$ cat src/rtl/ppr_pkg.sv
// Shared types and constants for the pairing packet receiver.
// Holds command, mode and register codes and the packet layout.
// No dependencies; every other file in this folder uses it.
`default_nettype none

package ppr_pkg;

    // Bitmap geometry.
    localparam int BITMAP_WORDS_DEF = 4;
    localparam int WORD_W           = 32;

    // Input commands, carried in the input tuser.
    localparam logic [1:0] CMD_START_SCAN = 2'd0;
    localparam logic [1:0] CMD_START_BOND = 2'd1;
    localparam logic [1:0] CMD_BYTE       = 2'd2;
    localparam logic [1:0] CMD_READ_WORD  = 2'd3;

    // Operating modes.
    localparam logic [2:0] MODE_IDLE    = 3'd0;
    localparam logic [2:0] MODE_SCAN    = 3'd1;
    localparam logic [2:0] MODE_BONDING = 3'd2;
    localparam logic [2:0] MODE_BOND    = 3'd3;
    localparam logic [2:0] MODE_BONDED  = 3'd4;

    // Result kinds, carried in the output tuser.
    localparam logic KIND_VERDICT = 1'b0;
    localparam logic KIND_WORD    = 1'b1;

    // Configuration register indexes.
    localparam logic [2:0] CFG_HEADER_LOW         = 3'd0;
    localparam logic [2:0] CFG_HEADER_HIGH        = 3'd1;
    localparam logic [2:0] CFG_OWN_DEVICE_ID      = 3'd2;
    localparam logic [2:0] CFG_CODE_BOND          = 3'd3;
    localparam logic [2:0] CFG_CODE_UNBOND        = 3'd4;
    localparam logic [2:0] CFG_CODE_UNBOND_FORCE  = 3'd5;
    localparam logic [2:0] CFG_CODE_BOND_DEVICE   = 3'd6;
    localparam logic [2:0] CFG_CODE_UNBOND_DEVICE = 3'd7;

    // Reset values of the type codes.
    localparam logic [7:0] RST_CODE_BOND          = 8'd0;
    localparam logic [7:0] RST_CODE_UNBOND        = 8'd1;
    localparam logic [7:0] RST_CODE_UNBOND_FORCE  = 8'd2;
    localparam logic [7:0] RST_CODE_BOND_DEVICE   = 8'd3;
    localparam logic [7:0] RST_CODE_UNBOND_DEVICE = 8'd4;

    // Packet layout, as byte positions.
    localparam logic [4:0] POS_SHORT_END = 5'd6;
    localparam logic [4:0] POS_HDR_END   = 5'd10;
    localparam logic [4:0] POS_ID        = 5'd10;
    localparam logic [4:0] POS_ID_END    = 5'd14;
    localparam logic [4:0] POS_CHANNEL   = 5'd14;
    localparam logic [4:0] POS_TYPE      = 5'd18;
    localparam logic [4:0] POS_FLAGS     = 5'd19;
    localparam logic [4:0] POS_PEER      = 5'd20;
    localparam logic [4:0] POS_PEER_END  = 5'd24;
    localparam logic [4:0] MIN_PACKET    = 5'd24;
    localparam logic [4:0] POS_MAX       = 5'd31;

    // Flag bits of byte 19.
    localparam logic [7:0] FLAG_RECEIVER = 8'h02;
    localparam logic [7:0] FLAG_FINISH   = 8'h04;

endpackage

`default_nettype wire

$ cat src/rtl/ppr_bitmap.sv
// Used-channel bitmap memory of the pairing packet receiver.
// One synchronous read port and one read-modify-write bit set port,
// with per-word valid flags for the clear. Depends on ppr_pkg.
`default_nettype none

module ppr_bitmap #(
    parameter int BITMAP_WORDS = ppr_pkg::BITMAP_WORDS_DEF
) (
    input  wire logic                                      aclk,
    input  wire logic                                      aresetn,
    input  wire logic                                      clear,
    input  wire logic                                      rd_en,
    input  wire logic [((BITMAP_WORDS > 1) ? $clog2(BITMAP_WORDS) : 1)-1:0] rd_addr,
    output logic      [ppr_pkg::WORD_W-1:0]                rd_data,
    input  wire logic                                      set_en,
    input  wire logic [((BITMAP_WORDS > 1) ? $clog2(BITMAP_WORDS) : 1)-1:0] set_addr,
    input  wire logic [4:0]                                set_bit
);

    localparam int ADDR_W = (BITMAP_WORDS > 1) ? $clog2(BITMAP_WORDS) : 1;

    logic [ppr_pkg::WORD_W-1:0] mem [BITMAP_WORDS];
    logic [ppr_pkg::WORD_W-1:0] rd_data_reg;
    logic [BITMAP_WORDS-1:0]    valid_reg;
    logic [ppr_pkg::WORD_W-1:0] set_data;

    // The word being set was read when its packet ended; merge the new bit.
    assign set_data = rd_data_reg | (ppr_pkg::WORD_W'(1) << set_bit);
    assign rd_data  = rd_data_reg;

    // Memory write and registered read, forwarding a write to the same word.
    always_ff @(posedge aclk) begin
        if (set_en) begin
            mem[set_addr] <= set_data;
        end
        if (rd_en) begin
            if (set_en && (set_addr == rd_addr)) begin
                rd_data_reg <= set_data;
            end else if (valid_reg[rd_addr]) begin
                rd_data_reg <= mem[rd_addr];
            end else begin
                rd_data_reg <= '0;
            end
        end
    end

    // A word that was never set since the last clear reads as zero.
    always_ff @(posedge aclk) begin
        if (!aresetn) begin
            valid_reg <= '0;
        end else if (clear) begin
            valid_reg <= '0;
        end else if (set_en) begin
            valid_reg[set_addr] <= 1'b1;
        end
    end

`ifndef NO_ASSERTIONS
    a_clear_empties: assert property (@(posedge aclk) disable iff (!aresetn)
        clear |=> (valid_reg == '0))
        else $error("bitmap valid flags not cleared");

    a_set_marks_valid: assert property (@(posedge aclk) disable iff (!aresetn)
        (set_en && !clear) |=> valid_reg[$past(set_addr)])
        else $error("bitmap word not valid after a set");

    a_forward_bit: assert property (@(posedge aclk) disable iff (!aresetn)
        (rd_en && set_en && (rd_addr == set_addr)) |=> rd_data_reg[$past(set_bit)])
        else $error("forwarded bitmap word lost the set bit");
`endif

endmodule

`default_nettype wire

$ cat src/rtl/pairing_packet_receiver.sv
// Pairing packet receiver: packet parsing, pairing handshake and result stage.
// Instantiates ppr_bitmap for the used-channel memory; depends on ppr_pkg.
// Configuration registers live here and are written through the cfg channel.
//
// The block takes one item per clock while results are being taken: start
// commands, packet bytes and bitmap reads may follow each other in every
// cycle. A result passes through the result stage, where its bitmap word is
// read, and then through the output register. The used-channel bitmap is a
// BITMAP_WORDS by 32 memory with one read and one write port; a marking
// packet reads its word when its last byte is taken and writes it back when
// its result moves into the output register, and a read of the same word in
// the cycle of that write is served from the write data. Start scan clears
// the bitmap at once through per-word valid flags, so there is no clearing
// pass. Input stalls while the result stage holds an item that cannot move on.
`default_nettype none

module pairing_packet_receiver #(
    parameter int BITMAP_WORDS = ppr_pkg::BITMAP_WORDS_DEF
) (
    input  wire logic        aclk,
    input  wire logic        aresetn,
    // Input stream.
    input  wire logic        s_tvalid,
    output logic             s_tready,
    input  wire logic [23:0] s_tdata,   // data_byte[7:0], start_type[15:8], word_index[17:16]
    input  wire logic [1:0]  s_tuser,   // command[1:0]
    input  wire logic        s_tlast,
    // Result stream.
    output logic             m_tvalid,
    input  wire logic        m_tready,
    output logic [79:0]      m_tdata,   // mode_now[2:0], restart_receive[3], channel_marked[4],
                                        // entered_bond[5], expected_type[13:6],
                                        // peer_id[45:14], bitmap_word[77:46]
    output logic             m_tuser,   // result_kind[0]
    // Configuration writes.
    input  wire logic        cfg_valid,
    output logic             cfg_ready,
    input  wire logic [2:0]  cfg_index,
    input  wire logic [47:0] cfg_data
);

    localparam int ADDR_W = (BITMAP_WORDS > 1) ? $clog2(BITMAP_WORDS) : 1;
    localparam logic [3:0] WORDS_LIM = 4'(BITMAP_WORDS);

    // Configuration registers.
    logic [47:0] hdr_low_reg;
    logic [31:0] hdr_high_reg;
    logic [31:0] own_id_reg;
    logic [7:0]  code_bond_reg, code_unbond_reg, code_force_reg;
    logic [7:0]  code_bdev_reg, code_udev_reg;

    // Handshake state.
    logic [2:0]  mode_reg, mode_next;
    logic [7:0]  expected_reg, expected_next;
    logic [31:0] conn_id_reg, conn_id_next;

    // Packet in progress.
    logic [4:0]  pos_reg, pos_next;
    logic        short_ok_reg, short_ok_next;
    logic        long_ok_reg, long_ok_next;
    logic [31:0] pkt_id_reg, pkt_id_next;
    logic [7:0]  pkt_chan_reg, pkt_chan_next;
    logic [7:0]  pkt_type_reg, pkt_type_next;
    logic [7:0]  pkt_flags_reg, pkt_flags_next;
    logic [31:0] pkt_peer_reg, pkt_peer_next;

    // Result stage after the memory read.
    logic        s1_valid_reg;
    logic        s1_kind_reg;
    logic [2:0]  s1_mode_reg;
    logic        s1_restart_reg, s1_marked_reg, s1_entered_reg;
    logic [7:0]  s1_expected_reg;
    logic [31:0] s1_peer_reg;
    logic        s1_word_ok_reg;
    logic [ADDR_W-1:0] s1_addr_reg;
    logic [4:0]  s1_bit_reg;

    // Output register.
    logic        m_tvalid_reg;
    logic        out_kind_reg;
    logic [2:0]  out_mode_reg;
    logic        out_restart_reg, out_marked_reg, out_entered_reg;
    logic [7:0]  out_expected_reg;
    logic [31:0] out_peer_reg;
    logic [31:0] out_word_reg;

    // Input fields.
    logic [1:0]  command;
    logic [7:0]  data_byte;
    logic [7:0]  start_type;
    logic [1:0]  word_index;

    logic        s_fire, out_free, s1_go;
    logic        gives_result;
    logic        restart, marked, entered;
    logic        long_enough, id_ok, is_bond_req, is_confirm;
    logic [2:0]  word_sel;
    logic        word_in_range;
    logic [2:0]  hl_sel;
    logic [1:0]  hh_sel, id_sel, peer_sel;
    logic [7:0]  want_low, want_high;
    logic [31:0] bm_rd_data;

    assign command    = s_tuser;
    assign data_byte  = s_tdata[7:0];
    assign start_type = s_tdata[15:8];
    assign word_index = s_tdata[17:16];

    // Flow control: the result stage moves when the output register is free.
    assign out_free = !m_tvalid_reg || m_tready;
    assign s1_go    = s1_valid_reg && out_free;
    assign s_tready = !s1_valid_reg || out_free;
    assign s_fire   = s_tvalid && s_tready;
    assign cfg_ready = 1'b1;

    // Configuration writes.
    always_ff @(posedge aclk) begin
        if (!aresetn) begin
            hdr_low_reg     <= '0;
            hdr_high_reg    <= '0;
            own_id_reg      <= '0;
            code_bond_reg   <= ppr_pkg::RST_CODE_BOND;
            code_unbond_reg <= ppr_pkg::RST_CODE_UNBOND;
            code_force_reg  <= ppr_pkg::RST_CODE_UNBOND_FORCE;
            code_bdev_reg   <= ppr_pkg::RST_CODE_BOND_DEVICE;
            code_udev_reg   <= ppr_pkg::RST_CODE_UNBOND_DEVICE;
        end else if (cfg_valid) begin
            case (cfg_index)
                ppr_pkg::CFG_HEADER_LOW:         hdr_low_reg     <= cfg_data;
                ppr_pkg::CFG_HEADER_HIGH:        hdr_high_reg    <= cfg_data[31:0];
                ppr_pkg::CFG_OWN_DEVICE_ID:      own_id_reg      <= cfg_data[31:0];
                ppr_pkg::CFG_CODE_BOND:          code_bond_reg   <= cfg_data[7:0];
                ppr_pkg::CFG_CODE_UNBOND:        code_unbond_reg <= cfg_data[7:0];
                ppr_pkg::CFG_CODE_UNBOND_FORCE:  code_force_reg  <= cfg_data[7:0];
                ppr_pkg::CFG_CODE_BOND_DEVICE:   code_bdev_reg   <= cfg_data[7:0];
                ppr_pkg::CFG_CODE_UNBOND_DEVICE: code_udev_reg   <= cfg_data[7:0];
                default: ;
            endcase
        end
    end

    // Byte selects for the header compare and field assembly.
    assign hl_sel    = pos_reg[2:0];
    assign hh_sel    = 2'(pos_reg - ppr_pkg::POS_SHORT_END);
    assign id_sel    = 2'(pos_reg - ppr_pkg::POS_ID);
    assign peer_sel  = 2'(pos_reg - ppr_pkg::POS_PEER);
    assign want_low  = hdr_low_reg[{hl_sel, 3'b000} +: 8];
    assign want_high = hdr_high_reg[{hh_sel, 3'b000} +: 8];

    // Take the current byte into the packet being assembled.
    always_comb begin
        short_ok_next  = short_ok_reg;
        long_ok_next   = long_ok_reg;
        pkt_id_next    = pkt_id_reg;
        pkt_chan_next  = pkt_chan_reg;
        pkt_type_next  = pkt_type_reg;
        pkt_flags_next = pkt_flags_reg;
        pkt_peer_next  = pkt_peer_reg;
        if (pos_reg < ppr_pkg::POS_SHORT_END) begin
            if (data_byte != want_low) begin
                short_ok_next = 1'b0;
                long_ok_next  = 1'b0;
            end
        end else if (pos_reg < ppr_pkg::POS_HDR_END) begin
            if (data_byte != want_high) begin
                long_ok_next = 1'b0;
            end
        end else if (pos_reg < ppr_pkg::POS_ID_END) begin
            pkt_id_next[{id_sel, 3'b000} +: 8] = data_byte;
        end else if (pos_reg == ppr_pkg::POS_CHANNEL) begin
            pkt_chan_next = data_byte;
        end else if (pos_reg == ppr_pkg::POS_TYPE) begin
            pkt_type_next = data_byte;
        end else if (pos_reg == ppr_pkg::POS_FLAGS) begin
            pkt_flags_next = data_byte;
        end else if ((pos_reg >= ppr_pkg::POS_PEER) && (pos_reg < ppr_pkg::POS_PEER_END)) begin
            pkt_peer_next[{peer_sel, 3'b000} +: 8] = data_byte;
        end
        pos_next = (pos_reg < ppr_pkg::POS_MAX) ? (pos_reg + 5'd1) : pos_reg;
    end

    // Bitmap word selection, from the read command or the packet's channel.
    assign word_sel      = (command == ppr_pkg::CMD_READ_WORD) ? {1'b0, word_index}
                                                                : pkt_chan_next[7:5];
    assign word_in_range = ({1'b0, word_sel} < WORDS_LIM);

    // Verdict of a packet that ends with this byte.
    assign long_enough = (pos_next >= ppr_pkg::MIN_PACKET);
    assign id_ok       = (pkt_id_next == own_id_reg);
    assign is_bond_req = (pkt_type_next == code_bond_reg) ||
                         (pkt_type_next == code_unbond_reg) ||
                         (pkt_type_next == code_force_reg);
    assign is_confirm  = (pkt_type_next == code_bdev_reg) ||
                         (pkt_type_next == code_udev_reg);

    always_comb begin
        mode_next     = mode_reg;
        expected_next = expected_reg;
        conn_id_next  = conn_id_reg;
        restart       = 1'b0;
        marked        = 1'b0;
        entered       = 1'b0;
        case (mode_reg)
            ppr_pkg::MODE_SCAN: begin
                if (long_enough && short_ok_next) begin
                    restart = 1'b1;
                    marked  = word_in_range;
                end
            end
            ppr_pkg::MODE_BONDING: begin
                if (long_enough && long_ok_next) begin
                    if ((pkt_flags_next & ppr_pkg::FLAG_RECEIVER) == 8'd0) begin
                        restart = 1'b1;
                    end else if ((pkt_type_next == expected_reg) && id_ok && is_bond_req) begin
                        mode_next     = ppr_pkg::MODE_BOND;
                        conn_id_next  = pkt_peer_next;
                        expected_next = (pkt_type_next == code_bond_reg) ? code_bdev_reg
                                                                          : code_udev_reg;
                        entered       = 1'b1;
                    end else if ((pkt_type_next == expected_reg) && id_ok && is_confirm) begin
                        if ((pkt_peer_next == conn_id_reg) &&
                            ((pkt_flags_next & ppr_pkg::FLAG_FINISH) != 8'd0)) begin
                            mode_next = ppr_pkg::MODE_BONDED;
                        end
                    end else begin
                        restart = 1'b1;
                    end
                end
            end
            default: ;
        endcase
    end

    assign gives_result = (command == ppr_pkg::CMD_READ_WORD) ||
                          ((command == ppr_pkg::CMD_BYTE) && s_tlast);

    // Handshake and packet state update on each accepted item other than a bitmap read.
    always_ff @(posedge aclk) begin
        if (!aresetn) begin
            mode_reg      <= ppr_pkg::MODE_IDLE;
            expected_reg  <= '0;
            conn_id_reg   <= '0;
            pos_reg       <= '0;
            short_ok_reg  <= 1'b1;
            long_ok_reg   <= 1'b1;
            pkt_id_reg    <= '0;
            pkt_chan_reg  <= '0;
            pkt_type_reg  <= '0;
            pkt_flags_reg <= '0;
            pkt_peer_reg  <= '0;
        end else if (s_fire && (command != ppr_pkg::CMD_READ_WORD)) begin
            if ((command == ppr_pkg::CMD_BYTE) && !s_tlast) begin
                pos_reg       <= pos_next;
                short_ok_reg  <= short_ok_next;
                long_ok_reg   <= long_ok_next;
                pkt_id_reg    <= pkt_id_next;
                pkt_chan_reg  <= pkt_chan_next;
                pkt_type_reg  <= pkt_type_next;
                pkt_flags_reg <= pkt_flags_next;
                pkt_peer_reg  <= pkt_peer_next;
            end else begin
                // Start commands and packet ends leave an empty packet behind.
                pos_reg       <= '0;
                short_ok_reg  <= 1'b1;
                long_ok_reg   <= 1'b1;
                pkt_id_reg    <= '0;
                pkt_chan_reg  <= '0;
                pkt_type_reg  <= '0;
                pkt_flags_reg <= '0;
                pkt_peer_reg  <= '0;
                case (command)
                    ppr_pkg::CMD_START_SCAN: mode_reg <= ppr_pkg::MODE_SCAN;
                    ppr_pkg::CMD_START_BOND: begin
                        mode_reg     <= ppr_pkg::MODE_BONDING;
                        expected_reg <= start_type;
                    end
                    default: begin
                        mode_reg     <= mode_next;
                        expected_reg <= expected_next;
                        conn_id_reg  <= conn_id_next;
                    end
                endcase
            end
        end
    end

    // Result stage: holds an item while its bitmap word is read.
    always_ff @(posedge aclk) begin
        if (!aresetn) begin
            s1_valid_reg <= 1'b0;
        end else if (s_fire && gives_result) begin
            s1_valid_reg <= 1'b1;
        end else if (s1_go) begin
            s1_valid_reg <= 1'b0;
        end
    end

    always_ff @(posedge aclk) begin
        if (s_fire && gives_result) begin
            if (command == ppr_pkg::CMD_READ_WORD) begin
                s1_kind_reg     <= ppr_pkg::KIND_WORD;
                s1_mode_reg     <= mode_reg;
                s1_restart_reg  <= 1'b0;
                s1_marked_reg   <= 1'b0;
                s1_entered_reg  <= 1'b0;
                s1_expected_reg <= expected_reg;
                s1_peer_reg     <= conn_id_reg;
                s1_word_ok_reg  <= word_in_range;
            end else begin
                s1_kind_reg     <= ppr_pkg::KIND_VERDICT;
                s1_mode_reg     <= mode_next;
                s1_restart_reg  <= restart;
                s1_marked_reg   <= marked;
                s1_entered_reg  <= entered;
                s1_expected_reg <= expected_next;
                s1_peer_reg     <= conn_id_next;
                s1_word_ok_reg  <= 1'b0;
            end
            s1_addr_reg <= word_sel[ADDR_W-1:0];
            s1_bit_reg  <= pkt_chan_next[4:0];
        end
    end

    // Bitmap memory.
    ppr_bitmap #(
        .BITMAP_WORDS(BITMAP_WORDS)
    ) u_bitmap (
        .aclk     (aclk),
        .aresetn  (aresetn),
        .clear    (s_fire && (command == ppr_pkg::CMD_START_SCAN)),
        .rd_en    (s_fire && gives_result && word_in_range &&
                   ((command == ppr_pkg::CMD_READ_WORD) || marked)),
        .rd_addr  (word_sel[ADDR_W-1:0]),
        .rd_data  (bm_rd_data),
        .set_en   (s1_go && s1_marked_reg),
        .set_addr (s1_addr_reg),
        .set_bit  (s1_bit_reg)
    );

    // Output register.
    always_ff @(posedge aclk) begin
        if (!aresetn) begin
            m_tvalid_reg <= 1'b0;
        end else if (s1_go) begin
            m_tvalid_reg <= 1'b1;
        end else if (m_tready) begin
            m_tvalid_reg <= 1'b0;
        end
    end

    always_ff @(posedge aclk) begin
        if (s1_go) begin
            out_kind_reg     <= s1_kind_reg;
            out_mode_reg     <= s1_mode_reg;
            out_restart_reg  <= s1_restart_reg;
            out_marked_reg   <= s1_marked_reg;
            out_entered_reg  <= s1_entered_reg;
            out_expected_reg <= s1_expected_reg;
            out_peer_reg     <= s1_peer_reg;
            out_word_reg     <= s1_word_ok_reg ? bm_rd_data : 32'd0;
        end
    end

    assign m_tvalid = m_tvalid_reg;
    assign m_tuser  = out_kind_reg;
    assign m_tdata  = {2'b00, out_word_reg, out_peer_reg, out_expected_reg,
                       out_entered_reg, out_marked_reg, out_restart_reg, out_mode_reg};

`ifndef NO_ASSERTIONS
    a_stall_blocks_input: assert property (@(posedge aclk) disable iff (!aresetn)
        (s1_valid_reg && !out_free) |-> !s_tready)
        else $error("input taken while the result stage is stalled");

    a_marked_restarts: assert property (@(posedge aclk) disable iff (!aresetn)
        (m_tvalid_reg && out_marked_reg) |-> (out_restart_reg &&
                                              (out_kind_reg == ppr_pkg::KIND_VERDICT)))
        else $error("marked channel without a restart verdict");

    a_word_only_on_read: assert property (@(posedge aclk) disable iff (!aresetn)
        (m_tvalid_reg && (out_kind_reg == ppr_pkg::KIND_VERDICT)) |-> (out_word_reg == 32'd0))
        else $error("bitmap word in a packet verdict");
`endif

endmodule

`default_nettype wire

$ cat config.mk
export PLATFORM = sky130hd
export DESIGN_NAME = pairing_packet_receiver
export DESIGN_NICKNAME = d
export VERILOG_FILES = /design/src/rtl/ppr_pkg.sv /design/src/rtl/ppr_bitmap.sv /design/src/rtl/pairing_packet_receiver.sv
export SDC_FILE = /design/constraint.sdc
export NUM_CORES = 1
export LEC_CHECK = 0
export BUFFER_PORTS_ARGS = -buffer_cell sky130_fd_sc_hd__buf_2
export CORE_ASPECT_RATIO = 1.75
export CORE_MARGIN = 3
export CORE_UTILIZATION = 54
export CTS_CLUSTER_DIAMETER = 40
export DETAILED_ROUTE_END_ITERATION = 10
export PLACE_DENSITY = 0.75
export SYNTH_ARGS = -nofsm -noshare
export SYNTH_HDL_FRONTEND = slang
export SYNTH_HIERARCHICAL = 1
export SYNTH_SLANG_ARGS = --single-unit
$ cat constraint.sdc
create_clock -name aclk -period 11.61 [get_ports aclk]
set_input_delay 0.5805 -clock aclk [delete_from_list [all_inputs] [get_ports aclk]]
set_output_delay 0.5805 -clock aclk [all_outputs]
set_load 0.02 [all_outputs]
==> summary.txt <==
status -> complete, no violations
clk_skew -> 0.0318 ns
1st-pass router iterations -> 6
Final setup violation count -> 0
WP data arrival -> 6.40 ns
CTS-repair resized insts -> 0
period utilisation layout -> 52.1%
yosys warns -> 6
PD cells -> 144 nW/µm²
syn avg cell area -> 10.7 µm²
hold_sp -> cfg_data[35]
endpoints failing hold -> 0
Yosys reg bits -> 584
CTS tree -> done
critical path class -> reg2reg
post-route minimum period -> 6.05 ns
startpoint types -> flop
reg2reg start -> pos_reg[1]$_SDFFE_PN0P_
worst r2r dst -> s1_peer_reg[18]$_DFFE_PP_
Worst R2R Setup Slack -> 5.56 ns
IO Port Bufs -> 157
DRC -> 0
WHS Path Cells -> 3
grt ovf -> 0
Final ANT Viol Nets -> 0
Die Height -> 302 µm
Worst path max stage delay -> 0.87 ns
number of global-route vias before repair -> 20100
initial antenna violation count -> 3
H-tree levels -> 2
EDFF count, synth -> 294
crit-path cells -> buf_4 -> ha_1 -> nor4bb_4 -> buf_4 -> mux2i_2 -> nor2b_1 -> o221ai_1 -> o41ai_2 -> a41oi_1 -> nor2_1 -> nand3_4 -> mux2_1
drt wl/cell -> 22.5 µm
final instance area -> 29800 µm²
Die X -> 175 µm
number of CTS-inserted buffers -> 54
dominant cells by area after synthesis -> edfxtp_1, dfxtp_1, nand2_1, a21oi_1, mux4_2
P_leak -> 0.0106 µW
first-pass GRT wire length -> 113000 µm
drt total wl -> 73600 µm
vias per inst -> 6.12
relative slew slack -> 19.4%
most used cell, CP -> buf_4
CTS Root Cell -> clkbuf_16
Worst EP required -> 11.96 ns
row cnt -> 107
postcts setup bufs -> 0
Slew @ Worst Pin -> 1.21 ns
hold bufs inserted after CTS -> 0
final-report max-slew violation count -> 0
layout cells sized above 1 -> 18.1%
Synth area leader -> edfxtp_1
critical path's slowest cell -> o221ai_1
placer congestion estimate -> 0.944
max reg flops -> 128
initial core utilization -> 55.1%
clk sinks -> 584
asr flop ratio synth -> 0%
Max VDD drop -> 0.114 mV
RSZ-0062 raised after global routing -> false
Post-Syn Area -> 27000 µm²
Hold Path Class -> in2reg
Synth top area share -> 32.7%
die footprint -> 52800 µm²
worst skew pair latency -> 0.62 ns
endpoint class of the critical path -> flop
synthesized instance count -> 2511
Hold EP -> hdr_low_reg[35]$_SDFFE_PN0P_
area post-placement -> 28000 µm²
Max-Cap Viols -> 0
maximum clock path buffer count -> 3
Worst Reg2Reg Path Length in Cells -> 12
Layout area overhead -> 10.5%
HPWL after DPL -> 49900 µm
Reg clk slew, reported paths -> 0.07 ns
setup TNS -> 0 ns
sequential fraction of the synthesis area -> 54.2%
fmax -> 0.165 GHz
Via Count -> 20000
GRT Util Overall -> 27.4%
worst-path fanout max -> 41
# IOs -> 167
Main synth FF type -> edfxtp_1
largest net degree at the start of global routing -> 100
final-stage net count -> 2658
DRT iter0 DRCs -> 1635
Cell variety after synth -> 94
core area -> 49000 µm²
## power breakdown
group          leakage [µW]  total (µW)  internal (µW)  switching (µW)
sequential          0.00496        2220           2190            23.5
combinational       0.00472         252           78.3             174
clock              0.000920        1820           1010             807
## worst max-delay path: cells and delay by family, from the launching register on
kind / cells / cell delay, ns
buf+inv: 2 / 0.74
simple gates: 4 / 1.26
compound gates: 3 / 1.96
mux: 2 / 0.90
flops: 1 / 0.32
fa+ha+maj: 1 / 0.55
## cells in the final DEF (no fill, tap or decap), types with 13 or more instances in the layout
master and count:
buf_4 31, o22ai_2 30, mux2_1 16, a211oi_1 16, clkinv_2 13, edfxtp_1 294
mux2_4 24, and2_1 40, nor4_1 23, mux2_2 44, o21ai_0 41, and3_1 14
mux4_2 49, nand3_1 24, nand2_1 365, mux2i_1 13, dfxtp_1 289, buf_2 157
nor3_1 74, and4b_1 16, a21oi_1 245, xnor2_1 51, clkbuf_16 56, o22ai_1 14
nor2b_1 16, nor3_2 13, nor4bb_1 17, nor2_1 133, inv_1 110, xor2_1 64
a22oi_1 98
## Yosys cell counts (all sizes together) (16+ instances only)
cell / count
nor3: 88
a21oi: 245
and2: 41
edfxtp: 294
o22ai: 44
and4b: 16
buf: 63
inv: 111
nor2b: 16
clkbuf: 124
dfxtp: 290
nor4bb: 18
a22oi: 98
xnor2: 52
nand2: 366
xor2: 64
a211oi: 16
o21ai: 49
mux2: 84
nand3: 26
nor2: 138
nor4: 23
mux4: 49
## cell families after synthesis
logic type	count (synthesis)	synth area share (%)
AND/OR/NAND/NOR	828	15.3
flip-flops	584	54.2
AO/OA/AOI/OAI	526	12.7
buffers and inverters	301	5.09
multiplexers	148	8.51
XOR/XNOR	116	3.79
adder cells (fa/ha/maj)	6	0.278
other	2	0.0278
## layer usage
metal / up-vias / wire, µm / track usage, % / share of wire [%]
met2: 853 / 37500 / 49.0 / 51
met5: - / 13 / 0 / 0.018
met4: 2 / 4750 / 16.0 / 6.4
met1: 9757 / 27000 / 31.3 / 37
li1: 9140 / - / - / -
met3: 263 / 4270 / 3.36 / 5.8
## through the flow
step	utilization, %	setup slack [ns]	hold WS (ns)	power [µW]	std cells
floorplan	-	7.15	0.400	2420	2512
global placement	57.1	5.75	0.405	2500	3167
detailed placement	57.1	5.68	0.405	2510	3167
CTS	60.8	5.66	0.192	4310	3268
global route	60.9	5.24	0.211	4420	3270
finish	60.9	5.56	0.216	4290	3270
## layout make-up
type,count,area [µm²]
clock inverter,34,337
multi-input combinational,1627,11100
antenna,2,5.00
tap,654,818
sequential,584,14600
clock buffer,67,1520
fill,4048,19200
timing repair buffer,188,1020
inverter,114,433
## worst max-delay path by stage
| stage | startpoint | end |
|---|---|---|
| after global routing | pos_reg[1]$_SDFFE_PN0P_ | s1_peer_reg[18]$_DFFE_PP_ |
| final | pos_reg[1]$_SDFFE_PN0P_ | s1_peer_reg[18]$_DFFE_PP_ |
| after CTS | pos_reg[1]$_SDFFE_PN0P_ | s1_peer_reg[18]$_DFFE_PP_ |
| after global placement | pos_reg[1]$_SDFFE_PN0P_ | s1_peer_reg[18]$_DFFE_PP_ |
| after detailed placement | pos_reg[1]$_SDFFE_PN0P_ | s1_peer_reg[18]$_DFFE_PP_ |
| after floorplan | pos_reg[0]$_SDFFE_PN0P_ | s1_peer_reg[14]$_DFFE_PP_ |
(Power assumes the default switching activity.)
